--- config.mk ---
export PLATFORM = sky130hd
export DESIGN_NAME = distance_vector_route_update_unit
export DESIGN_NICKNAME = d
export VERILOG_FILES = /design/src/rtl/core/dvru_pkg.sv /design/src/rtl/core/dvru_alu.sv /design/src/rtl/core/dvru_route_mem.sv /design/src/rtl/core/distance_vector_route_update_unit.sv
export VERILOG_INCLUDE_DIRS = /design/src /design/src/rtl/core
export SDC_FILE = /design/constraint.sdc
export NUM_CORES = 2
export LEC_CHECK = 0
export ABC_CLOCK_PERIOD_IN_PS = 11490
export BUFFER_PORTS_ARGS = -buffer_cell sky130_fd_sc_hd__buf_2
export CORE_AREA = 2 2 311 313
export CTS_BUF_LIST = sky130_fd_sc_hd__clkbuf_8
export CTS_CLUSTER_DIAMETER = 60
export CTS_CLUSTER_SIZE = 14
export DETAILED_ROUTE_END_ITERATION = 8
export DIE_AREA = 0 0 313 315
export GPL_TIMING_DRIVEN = 1
export PLACE_DENSITY = 0.85
export SYNTH_ARGS = -nofsm -noshare
export SYNTH_HDL_FRONTEND = slang
export SYNTH_HIERARCHICAL = 1
export SYNTH_SLANG_ARGS = --single-unit
--- constraint.sdc ---
create_clock -name clk_i -period 11.49 [get_ports clk_i]
set_input_delay 0.5745 -clock clk_i [delete_from_list [all_inputs] [get_ports clk_i]]
set_output_delay 0.5745 -clock clk_i [all_outputs]
set_load 0.02 [all_outputs]
--- src/rtl/core/distance_vector_route_update_unit_macros.svh ---
// ----------------------------------------------------------------------------
// distance vector route update unit - assertion macros
// shared clocking and reset handling for the concurrent checks of the block
// ----------------------------------------------------------------------------
`ifndef DISTANCE_VECTOR_ROUTE_UPDATE_UNIT_MACROS_SVH
`define DISTANCE_VECTOR_ROUTE_UPDATE_UNIT_MACROS_SVH

// property checked at every edge outside reset
`define DVRU_ASSERT(lbl, prop, msg) \
  lbl: assert property (@(posedge clk_i) disable iff (!rst_ni) (prop)) \
    else $error(msg);

// consequent checked in the cycle after the antecedent
`define DVRU_ASSERT_NEXT(lbl, ante, cons, msg) \
  lbl: assert property (@(posedge clk_i) disable iff (!rst_ni) (ante) |=> (cons)) \
    else $error(msg);

`endif

--- src/rtl/core/dvru_pkg.sv ---
// ----------------------------------------------------------------------------
// dvru_pkg
// types and codes shared by the route update unit and its parts
// ----------------------------------------------------------------------------
package dvru_pkg;

  localparam int ID_W      = 8;
  localparam int DIST_W    = 16;
  localparam int STATUS_W  = 3;
  localparam int ROW_IDX_W = 5;

  // request kinds
  localparam logic REQ_ADD = 1'b0;
  localparam logic REQ_VEC = 1'b1;

  // result status codes
  localparam logic [STATUS_W-1:0] STS_ADDED     = 3'd0;
  localparam logic [STATUS_W-1:0] STS_IMPROVED  = 3'd1;
  localparam logic [STATUS_W-1:0] STS_UNCHANGED = 3'd2;
  localparam logic [STATUS_W-1:0] STS_INSERTED  = 3'd3;
  localparam logic [STATUS_W-1:0] STS_UNKNOWN   = 3'd4;
  localparam logic [STATUS_W-1:0] STS_FULL      = 3'd5;

  typedef struct packed {
    logic [ID_W-1:0]   dest;
    logic [DIST_W-1:0] metric;
    logic [ID_W-1:0]   hop;
  } route_row_t;

  typedef enum logic [1:0] {
    ALU_EQ,
    ALU_LT,
    ALU_ADD_SAT
  } alu_op_e;

  typedef struct packed {
    alu_op_e           op;
    logic [DIST_W-1:0] a;
    logic [DIST_W-1:0] b;
  } alu_req_t;

  typedef struct packed {
    logic [DIST_W-1:0] res;
    logic              flag;
  } alu_rsp_t;

endpackage

--- src/rtl/core/dvru_alu.sv ---
// ----------------------------------------------------------------------------
// dvru_alu
// shared compare and saturating add unit used by the scan sequencer
// ----------------------------------------------------------------------------
module dvru_alu (
  input  dvru_pkg::alu_req_t req_i,
  output dvru_pkg::alu_rsp_t rsp_o
);
  import dvru_pkg::*;

  logic [DIST_W:0] sum;

  always_comb begin
    sum   = {1'b0, req_i.a} + {1'b0, req_i.b};
    rsp_o = '0;
    case (req_i.op)
      ALU_EQ: begin
        rsp_o.flag = (req_i.a == req_i.b);
      end
      ALU_LT: begin
        rsp_o.flag = (req_i.a < req_i.b);
      end
      ALU_ADD_SAT: begin
        // clamp at the top of the distance range
        rsp_o.res = sum[DIST_W] ? '1 : sum[DIST_W-1:0];
      end
      default: begin
        rsp_o = '0;
      end
    endcase
  end

endmodule

--- src/rtl/core/dvru_route_mem.sv ---
// ----------------------------------------------------------------------------
// dvru_route_mem
// routing table storage, one write port and one registered read port
// ----------------------------------------------------------------------------
module dvru_route_mem #(
  parameter int ROWS = 32
) (
  input  logic                     clk_i,
  input  logic                     wr_en_i,
  input  logic [$clog2(ROWS)-1:0]  wr_addr_i,
  input  dvru_pkg::route_row_t     wr_row_i,
  input  logic                     rd_en_i,
  input  logic [$clog2(ROWS)-1:0]  rd_addr_i,
  output dvru_pkg::route_row_t     rd_row_o
);
  import dvru_pkg::*;

  route_row_t mem_q [ROWS];
  route_row_t rd_row_q;

  always_ff @(posedge clk_i) begin
    if (wr_en_i) begin
      mem_q[wr_addr_i] <= wr_row_i;
    end
  end

  always_ff @(posedge clk_i) begin
    if (rd_en_i) begin
      rd_row_q <= mem_q[rd_addr_i];
    end
  end

  assign rd_row_o = rd_row_q;

endmodule

--- src/rtl/core/distance_vector_route_update_unit.sv ---
// ----------------------------------------------------------------------------
// distance_vector_route_update_unit
// neighbour table and routing table with distance vector route updates
// ----------------------------------------------------------------------------
// requests arrive on the s_axis channel, one result per request leaves on
// m_axis. tuser of a request selects add neighbour or vector entry.
// an add neighbour request writes both tables on acceptance, then passes
// its result through the result stage into the output register.
// a vector entry walks the neighbour rows one per cycle through the shared
// compare unit, then streams the routing table through its registered read
// port one row per cycle.
// the block takes one request at a time; s_axis_tready is high only while
// the sequencer is idle. a finished result sits in the output register, so
// the next request is taken while the receiver stalls; that request then
// waits in its result stage until the output register frees.
// reset empties both tables by clearing their row counts; the row storage
// itself is not cleared and no clearing pass runs.
// ----------------------------------------------------------------------------
module distance_vector_route_update_unit #(
  parameter int ROUTE_ROWS    = 32,
  parameter int NEIGHBOR_ROWS = 8
) (
  input  logic        clk_i,
  input  logic        rst_ni,
  input  logic        s_axis_tvalid,
  output logic        s_axis_tready,
  input  logic [31:0] s_axis_tdata,   // node_id[7:0], dest_id[15:8], dist_value[31:16]
  input  logic [0:0]  s_axis_tuser,   // req_type[0]
  output logic        m_axis_tvalid,
  input  logic        m_axis_tready,
  output logic [31:0] m_axis_tdata,   // row_index[4:0], route_dist[20:5],
                                      // route_next_hop[28:21], zero[31:29]
  output logic [2:0]  m_axis_tuser    // status[2:0]
);
  import dvru_pkg::*;

`include "distance_vector_route_update_unit_macros.svh"

  localparam int RAW = $clog2(ROUTE_ROWS);
  localparam int RCW = $clog2(ROUTE_ROWS + 1);
  localparam int NIW = (NEIGHBOR_ROWS > 1) ? $clog2(NEIGHBOR_ROWS) : 1;
  localparam int NCW = $clog2(NEIGHBOR_ROWS + 1);

  localparam logic [2:0] ST_IDLE  = 3'd0;
  localparam logic [2:0] ST_NSCAN = 3'd1;
  localparam logic [2:0] ST_RSCAN = 3'd2;
  localparam logic [2:0] ST_RCMP  = 3'd3;
  localparam logic [2:0] ST_RESP  = 3'd4;

  logic [2:0]           state_q, state_d;
  logic [NCW-1:0]       nb_cnt_q, nb_cnt_d;
  logic [RCW-1:0]       rt_cnt_q, rt_cnt_d;
  logic                 m_valid_q, m_valid_d;

  logic [ID_W-1:0]      node_q, node_d;
  logic [ID_W-1:0]      dest_q, dest_d;
  logic [DIST_W-1:0]    dist_q, dist_d;
  logic [DIST_W-1:0]    cost_q, cost_d;
  logic [DIST_W-1:0]    sum_q, sum_d;
  logic                 known_q, known_d;
  logic [NCW-1:0]       nidx_q, nidx_d;
  logic [RCW-1:0]       raddr_q, raddr_d;
  logic [RAW-1:0]       cmp_q, cmp_d;
  logic                 rd_vld_q, rd_vld_d;

  logic [STATUS_W-1:0]  res_status_q, res_status_d;
  logic [ROW_IDX_W-1:0] res_row_q, res_row_d;
  logic [DIST_W-1:0]    res_dist_q, res_dist_d;
  logic [ID_W-1:0]      res_hop_q, res_hop_d;

  logic [STATUS_W-1:0]  m_status_q, m_status_d;
  logic [ROW_IDX_W-1:0] m_row_q, m_row_d;
  logic [DIST_W-1:0]    m_dist_q, m_dist_d;
  logic [ID_W-1:0]      m_hop_q, m_hop_d;

  logic [ID_W-1:0]      nb_id_q   [NEIGHBOR_ROWS];
  logic [DIST_W-1:0]    nb_cost_q [NEIGHBOR_ROWS];
  logic                 nb_we;

  logic                 mem_we;
  logic [RAW-1:0]       mem_waddr;
  route_row_t           mem_wrow;
  logic                 mem_re;
  route_row_t           rd_row;

  alu_req_t             alu_req;
  alu_rsp_t             alu_rsp;

  logic                 nb_full;
  logic                 rt_full;
  logic [ID_W-1:0]      in_node;
  logic [DIST_W-1:0]    in_dist;

  assign nb_full = (nb_cnt_q == NCW'(NEIGHBOR_ROWS));
  assign rt_full = (rt_cnt_q == RCW'(ROUTE_ROWS));
  assign in_node = s_axis_tdata[7:0];
  assign in_dist = s_axis_tdata[31:16];

  assign s_axis_tready = (state_q == ST_IDLE);

  dvru_alu u_alu (
    .req_i (alu_req),
    .rsp_o (alu_rsp)
  );

  dvru_route_mem #(
    .ROWS (ROUTE_ROWS)
  ) u_route_mem (
    .clk_i     (clk_i),
    .wr_en_i   (mem_we),
    .wr_addr_i (mem_waddr),
    .wr_row_i  (mem_wrow),
    .rd_en_i   (mem_re),
    .rd_addr_i (raddr_q[RAW-1:0]),
    .rd_row_o  (rd_row)
  );

  always_comb begin
    state_d      = state_q;
    nb_cnt_d     = nb_cnt_q;
    rt_cnt_d     = rt_cnt_q;
    m_valid_d    = m_valid_q;
    node_d       = node_q;
    dest_d       = dest_q;
    dist_d       = dist_q;
    cost_d       = cost_q;
    sum_d        = sum_q;
    known_d      = known_q;
    nidx_d       = nidx_q;
    raddr_d      = raddr_q;
    cmp_d        = cmp_q;
    rd_vld_d     = rd_vld_q;
    res_status_d = res_status_q;
    res_row_d    = res_row_q;
    res_dist_d   = res_dist_q;
    res_hop_d    = res_hop_q;
    m_status_d   = m_status_q;
    m_row_d      = m_row_q;
    m_dist_d     = m_dist_q;
    m_hop_d      = m_hop_q;
    nb_we        = 1'b0;
    mem_we       = 1'b0;
    mem_waddr    = rt_cnt_q[RAW-1:0];
    mem_wrow     = '0;
    mem_re       = 1'b0;
    alu_req      = '0;

    if (m_valid_q && m_axis_tready) begin
      m_valid_d = 1'b0;
    end

    case (state_q)
      ST_IDLE: begin
        if (s_axis_tvalid) begin
          node_d = in_node;
          dest_d = s_axis_tdata[15:8];
          dist_d = in_dist;
          if (s_axis_tuser[0] == REQ_ADD) begin
            if (nb_full || rt_full) begin
              res_status_d = STS_FULL;
              res_row_d    = '0;
              res_dist_d   = '0;
              res_hop_d    = '0;
            end else begin
              // direct route to the new neighbour
              nb_we           = 1'b1;
              mem_we          = 1'b1;
              mem_wrow.dest   = in_node;
              mem_wrow.metric = in_dist;
              mem_wrow.hop    = in_node;
              res_status_d    = STS_ADDED;
              res_row_d       = ROW_IDX_W'(rt_cnt_q);
              res_dist_d      = in_dist;
              res_hop_d       = in_node;
              nb_cnt_d        = nb_cnt_q + 1'b1;
              rt_cnt_d        = rt_cnt_q + 1'b1;
            end
            state_d = ST_RESP;
          end else begin
            nidx_d  = '0;
            known_d = 1'b0;
            state_d = ST_NSCAN;
          end
        end
      end

      ST_NSCAN: begin
        if (nidx_q < nb_cnt_q) begin
          alu_req.op = ALU_EQ;
          alu_req.a  = DIST_W'(nb_id_q[nidx_q[NIW-1:0]]);
          alu_req.b  = DIST_W'(node_q);
          // later duplicates overwrite, so the last match wins
          if (alu_rsp.flag) begin
            known_d = 1'b1;
            cost_d  = nb_cost_q[nidx_q[NIW-1:0]];
          end
          nidx_d = nidx_q + 1'b1;
        end else if (!known_q) begin
          res_status_d = STS_UNKNOWN;
          res_row_d    = '0;
          res_dist_d   = '0;
          res_hop_d    = '0;
          state_d      = ST_RESP;
        end else begin
          alu_req.op = ALU_ADD_SAT;
          alu_req.a  = cost_q;
          alu_req.b  = dist_q;
          sum_d      = alu_rsp.res;
          raddr_d    = '0;
          rd_vld_d   = 1'b0;
          state_d    = ST_RSCAN;
        end
      end

      ST_RSCAN: begin
        alu_req.op = ALU_EQ;
        alu_req.a  = DIST_W'(rd_row.dest);
        alu_req.b  = DIST_W'(dest_q);
        if (rd_vld_q && alu_rsp.flag) begin
          // first match: read data stays put for the distance compare
          rd_vld_d = 1'b0;
          state_d  = ST_RCMP;
        end else if (!rd_vld_q && (raddr_q >= rt_cnt_q)) begin
          if (rt_full) begin
            res_status_d = STS_FULL;
            res_row_d    = '0;
            res_dist_d   = '0;
            res_hop_d    = '0;
          end else begin
            mem_we          = 1'b1;
            mem_wrow.dest   = dest_q;
            mem_wrow.metric = sum_q;
            mem_wrow.hop    = node_q;
            res_status_d    = STS_INSERTED;
            res_row_d       = ROW_IDX_W'(rt_cnt_q);
            res_dist_d      = sum_q;
            res_hop_d       = node_q;
            rt_cnt_d        = rt_cnt_q + 1'b1;
          end
          state_d = ST_RESP;
        end else if (raddr_q < rt_cnt_q) begin
          mem_re   = 1'b1;
          cmp_d    = raddr_q[RAW-1:0];
          raddr_d  = raddr_q + 1'b1;
          rd_vld_d = 1'b1;
        end else begin
          rd_vld_d = 1'b0;
        end
      end

      ST_RCMP: begin
        alu_req.op = ALU_LT;
        alu_req.a  = sum_q;
        alu_req.b  = rd_row.metric;
        res_row_d  = ROW_IDX_W'(cmp_q);
        if (alu_rsp.flag) begin
          mem_we          = 1'b1;
          mem_waddr       = cmp_q;
          mem_wrow.dest   = dest_q;
          mem_wrow.metric = sum_q;
          mem_wrow.hop    = node_q;
          res_status_d    = STS_IMPROVED;
          res_dist_d      = sum_q;
          res_hop_d       = node_q;
        end else begin
          res_status_d  = STS_UNCHANGED;
          res_dist_d    = rd_row.metric;
          res_hop_d     = rd_row.hop;
        end
        state_d = ST_RESP;
      end

      ST_RESP: begin
        if (!m_valid_q || m_axis_tready) begin
          m_valid_d  = 1'b1;
          m_status_d = res_status_q;
          m_row_d    = res_row_q;
          m_dist_d   = res_dist_q;
          m_hop_d    = res_hop_q;
          state_d    = ST_IDLE;
        end
      end

      default: begin
        state_d = ST_IDLE;
      end
    endcase
  end

  always_ff @(posedge clk_i or negedge rst_ni) begin
    if (!rst_ni) begin
      state_q   <= ST_IDLE;
      nb_cnt_q  <= '0;
      rt_cnt_q  <= '0;
      m_valid_q <= 1'b0;
      rd_vld_q  <= 1'b0;
    end else begin
      state_q   <= state_d;
      nb_cnt_q  <= nb_cnt_d;
      rt_cnt_q  <= rt_cnt_d;
      m_valid_q <= m_valid_d;
      rd_vld_q  <= rd_vld_d;
    end
  end

  always_ff @(posedge clk_i) begin
    node_q       <= node_d;
    dest_q       <= dest_d;
    dist_q       <= dist_d;
    cost_q       <= cost_d;
    sum_q        <= sum_d;
    known_q      <= known_d;
    nidx_q       <= nidx_d;
    raddr_q      <= raddr_d;
    cmp_q        <= cmp_d;
    res_status_q <= res_status_d;
    res_row_q    <= res_row_d;
    res_dist_q   <= res_dist_d;
    res_hop_q    <= res_hop_d;
    m_status_q   <= m_status_d;
    m_row_q      <= m_row_d;
    m_dist_q     <= m_dist_d;
    m_hop_q      <= m_hop_d;
    if (nb_we) begin
      nb_id_q[nb_cnt_q[NIW-1:0]]   <= in_node;
      nb_cost_q[nb_cnt_q[NIW-1:0]] <= in_dist;
    end
  end

  assign m_axis_tvalid = m_valid_q;
  assign m_axis_tdata  = {3'b000, m_hop_q, m_dist_q, m_row_q};
  assign m_axis_tuser  = m_status_q;

  `DVRU_ASSERT(a_nb_cnt_range, nb_cnt_q <= NCW'(NEIGHBOR_ROWS), "neighbour count overflow")
  `DVRU_ASSERT(a_rt_cnt_range, rt_cnt_q <= RCW'(ROUTE_ROWS), "route count overflow")
  `DVRU_ASSERT_NEXT(a_rt_cnt_hold, !mem_we, rt_cnt_q == $past(rt_cnt_q), "route count moved without a write")
  `DVRU_ASSERT(a_improve_lower, (state_q == ST_RCMP) && mem_we |-> sum_q < rd_row.metric, "row replaced without a lower distance")

endmodule
==> summary.txt <==
synth unique cells -> 79
Yosys warning count -> 6
antenna-violating nets left -> 0
sw power -> 3.42 mW
fin crit share -> 0.750
Total Neg Setup Slack -> 0 ns
Synth Flop Type -> edfxtp_1
Post-synth top cells -> edfxtp_1, mux2i_1, a22o_1, a21oi_1, nand2_1
first-pass GRT wire length -> 190 mm
RePlAce Congestion -> 0.930
Static Leakage -> 21.0 nW
WL/cell -> 27.8 um
Crit Path Category -> reg2reg
final WL -> 130 mm
hold_buf cts -> 9
fmax -> 0.116 GHz
VDD IR-drop max -> 0.147 mV
power per cell area -> 190 nW/um^2
clock period minus worst slack -> 8.61 ns
Die H -> 315 um
CP max stage delay -> 1.21 ns
share of cells above drive strength 1 -> 0.121
DRC -> 0
CTS HTree Levels -> 3
R2R cell count -> 19
top cell type's share of synthesized area -> 0.735
CP cell instances -> ha_1, o21a_1, nor2_1, nor4_4, buf_4, a22o_1, inv_1, ha_1, a21oi_1, o21bai_1, a2111oi_0, o21ai_0, o21ai_0, nand2_1, o21ai_2, buf_4, or2_2, nand3_1, nor2_4
final setup fails -> 0
clock-pin slew of the registers on the worst-case setup and hold paths -> 0.09 ns
count of final max-slew check failures -> 0
routed vias -> 30700
Die Wd -> 313 um
synthesis-stage register bit count -> 1410
syn_area_per_cell -> 17.4 um^2
Mapped Area -> 56900 um^2
HP Class -> in2reg
crit-path max FO -> 49
initial antenna violation count -> 5
max cap viols -> 0
cell-internal power -> 8.07 mW
CP max-delay cell -> nor2_4
gr usage total -> 0.260
Worst Slack Setup Final -> 2.88 ns
iteration count of the initial detailed-routing pass -> 6
Critical Path RT -> 11.87 ns
post-synthesis async set-or-reset flop share -> 0.0106
post-CTS setup buffer count -> 0
Cells on Worst Hold Path -> 3
largest cells by area after synthesis -> edfxtp_1, mux2i_1, a22o_1
Setup Skew -> 0.0636 ns
WP buf/inv -> 3
Core ar. -> 95700 um^2
Crit path max-delay family -> simple AND/OR/NAND/NOR gates
area leader, netlist -> edfxtp_1
cells after synthesis -> 3272
Die Area -> 98600 um^2
IO buf count -> 70
critical path data arrival time -> 9.00 ns
Top Ports -> 74
clock sink count -> 1410
CP startpoint kind -> flip-flop
maximum buffer depth of the clock tree -> 3
switching part of the total -> 0.298
cts bufs inserted -> 114
status -> completed
Via density -> 6.59
most common cell in the netlist -> edfxtp_1
synthesis-to-layout area growth -> 6.49%
pin count of the biggest net entering global routing -> 132
Root Driver -> clkbuf_8
number of DRC markers in iteration 0 -> 4185
sequential fraction of design power -> 0.561
TritonCTS clock tree -> done
Final nets -> 3431
overflow left after global routing -> 0
Crit. path cell count -> 19
Slew HR -> 0.153
pre-CTS setup slack -> 3.07 ns
HPWL Detailed -> 80.0 mm
initial cell density of the core -> 0.594
endpoint class of the critical path -> flip-flop
Rows -> 114
Clk pwr share -> 0.222
vias in the first global route -> 29500
Final Hold Vio Count -> 0
EDFF count, synth -> 1392
Comb pwr share -> 0.217
post-CTS sizing -> 0
worst-margin pin slew -> 1.27 ns
sequential-to-total area share from yosys stat -> 0.743
Clk Latency, worst-skew pair -> 0.83 ns
RSZ-0062 raised after global routing -> no
-- stage by stage --
step	hold slack (ns)	util	total power [mW]	instance area, um^2	cells
2_1_floorplan	0.279	-	8.11	56900	3274
3_3_place_gp	0.404	0.612	8.91	58500	4497
3_5_place_dp	0.405	0.612	8.99	58500	4497
4_1_cts	0.0457	0.633	11.5	60500	4660
5_1_grt	0.0873	0.633	11.9	60500	4661
6_report	0.0991	0.633	11.5	60500	4662
-- flip-flops by register name, indices dropped and copies added (netlist names), 8 cells and up, named ones only --
signal	count
u_route_mem/mem_q	1024
nb_cost_q	128
nb_id_q	64
u_route_mem/rd_row_o	32
cost_q	16
dist_q	16
m_dist_q	16
res_dist_q	16
sum_q	16
dest_q	8
m_hop_q	8
node_q	8
res_hop_q	8
-- placed cells by master (no fill, tap or decap), types with 70 or more instances in the layout --
cell type,Yosys,final
edfxtp_1,1392,1392
mux2i_1,529,529
a22o_1,141,139
a21oi_1,133,133
nand2_1,129,129
clkbuf_8,0,115
nand3_1,108,108
a22oi_1,104,104
inv_1,55,75
buf_2,47,70
-- layout make-up --
class / count / area [um^2]
flip-flops and latches: 1410 / 42200
clock buffers: 115 / 1580
inverters: 57 / 214
multi-input cells: 1628 / 13700
clock inverters: 39 / 324
fillers: 6249 / 35200
repair buffers: 135 / 898
diodes: 2 / 5.00
well taps: 1276 / 1600
-- power groups by stage --
stage	sequential [mW]	clock, mW	combinational (mW)
3_3_place_gp	6.54	0	2.37
5_1_grt	6.47	2.75	2.63
6_report	6.45	2.55	2.49
3_5_place_dp	6.56	0	2.43
2_1_floorplan	6.49	0	1.62
4_1_cts	6.44	2.58	2.45
-- tightest hold or removal path, delay by kind of cell --
family	cells	cell delay (ns)
buffers and inverters	2	0.20
AO/OA/AOI/OAI	1	0.07
-- layer usage --
layer / GRT usage / up-vias / wire length, um
li1: - / 13000 / -
met5: 0 / - / 34
met2: 0.427 / 1920 / 63400
met3: 0.0476 / 276 / 13500
met1: 0.356 / 15500 / 48400
met4: 0.0875 / 6 / 4350
-- path summary, 6_finish.rpt --
kind	slack, ns	end	from
setup / recovery	2.88	u_route_mem/mem_q[19][18]	nidx_q[2]
hold / removal	0.1	state_q[2]	s_axis_tvalid
setup reg to reg	2.88	u_route_mem/mem_q[19][18]	nidx_q[2]
hold reg to reg	0.42	m_dist_q[5]	res_dist_q[5]
max in group asynchronous	10.90	nb_cnt_q[2]	rst_ni
min in group asynchronous	0.24	nb_cnt_q[3]	rst_ni
-- kinds of logic (layout without fill, tap and decap cells) --
logic type,Yosys count,count (layout),share of synthesized area
multiplexers,610,610,0.119
adder cells (fa/ha/maj),48,48,0.0107
AO/OA/AOI/OAI,523,523,0.0662
XOR/XNOR,22,22,0.00339
AND/OR/NAND/NOR,422,422,0.0351
flip-flops,1410,1410,0.743
buffers and inverters,236,346,0.0224
other,1,5,0.0000660
Power figures use the tool's default switching activity.
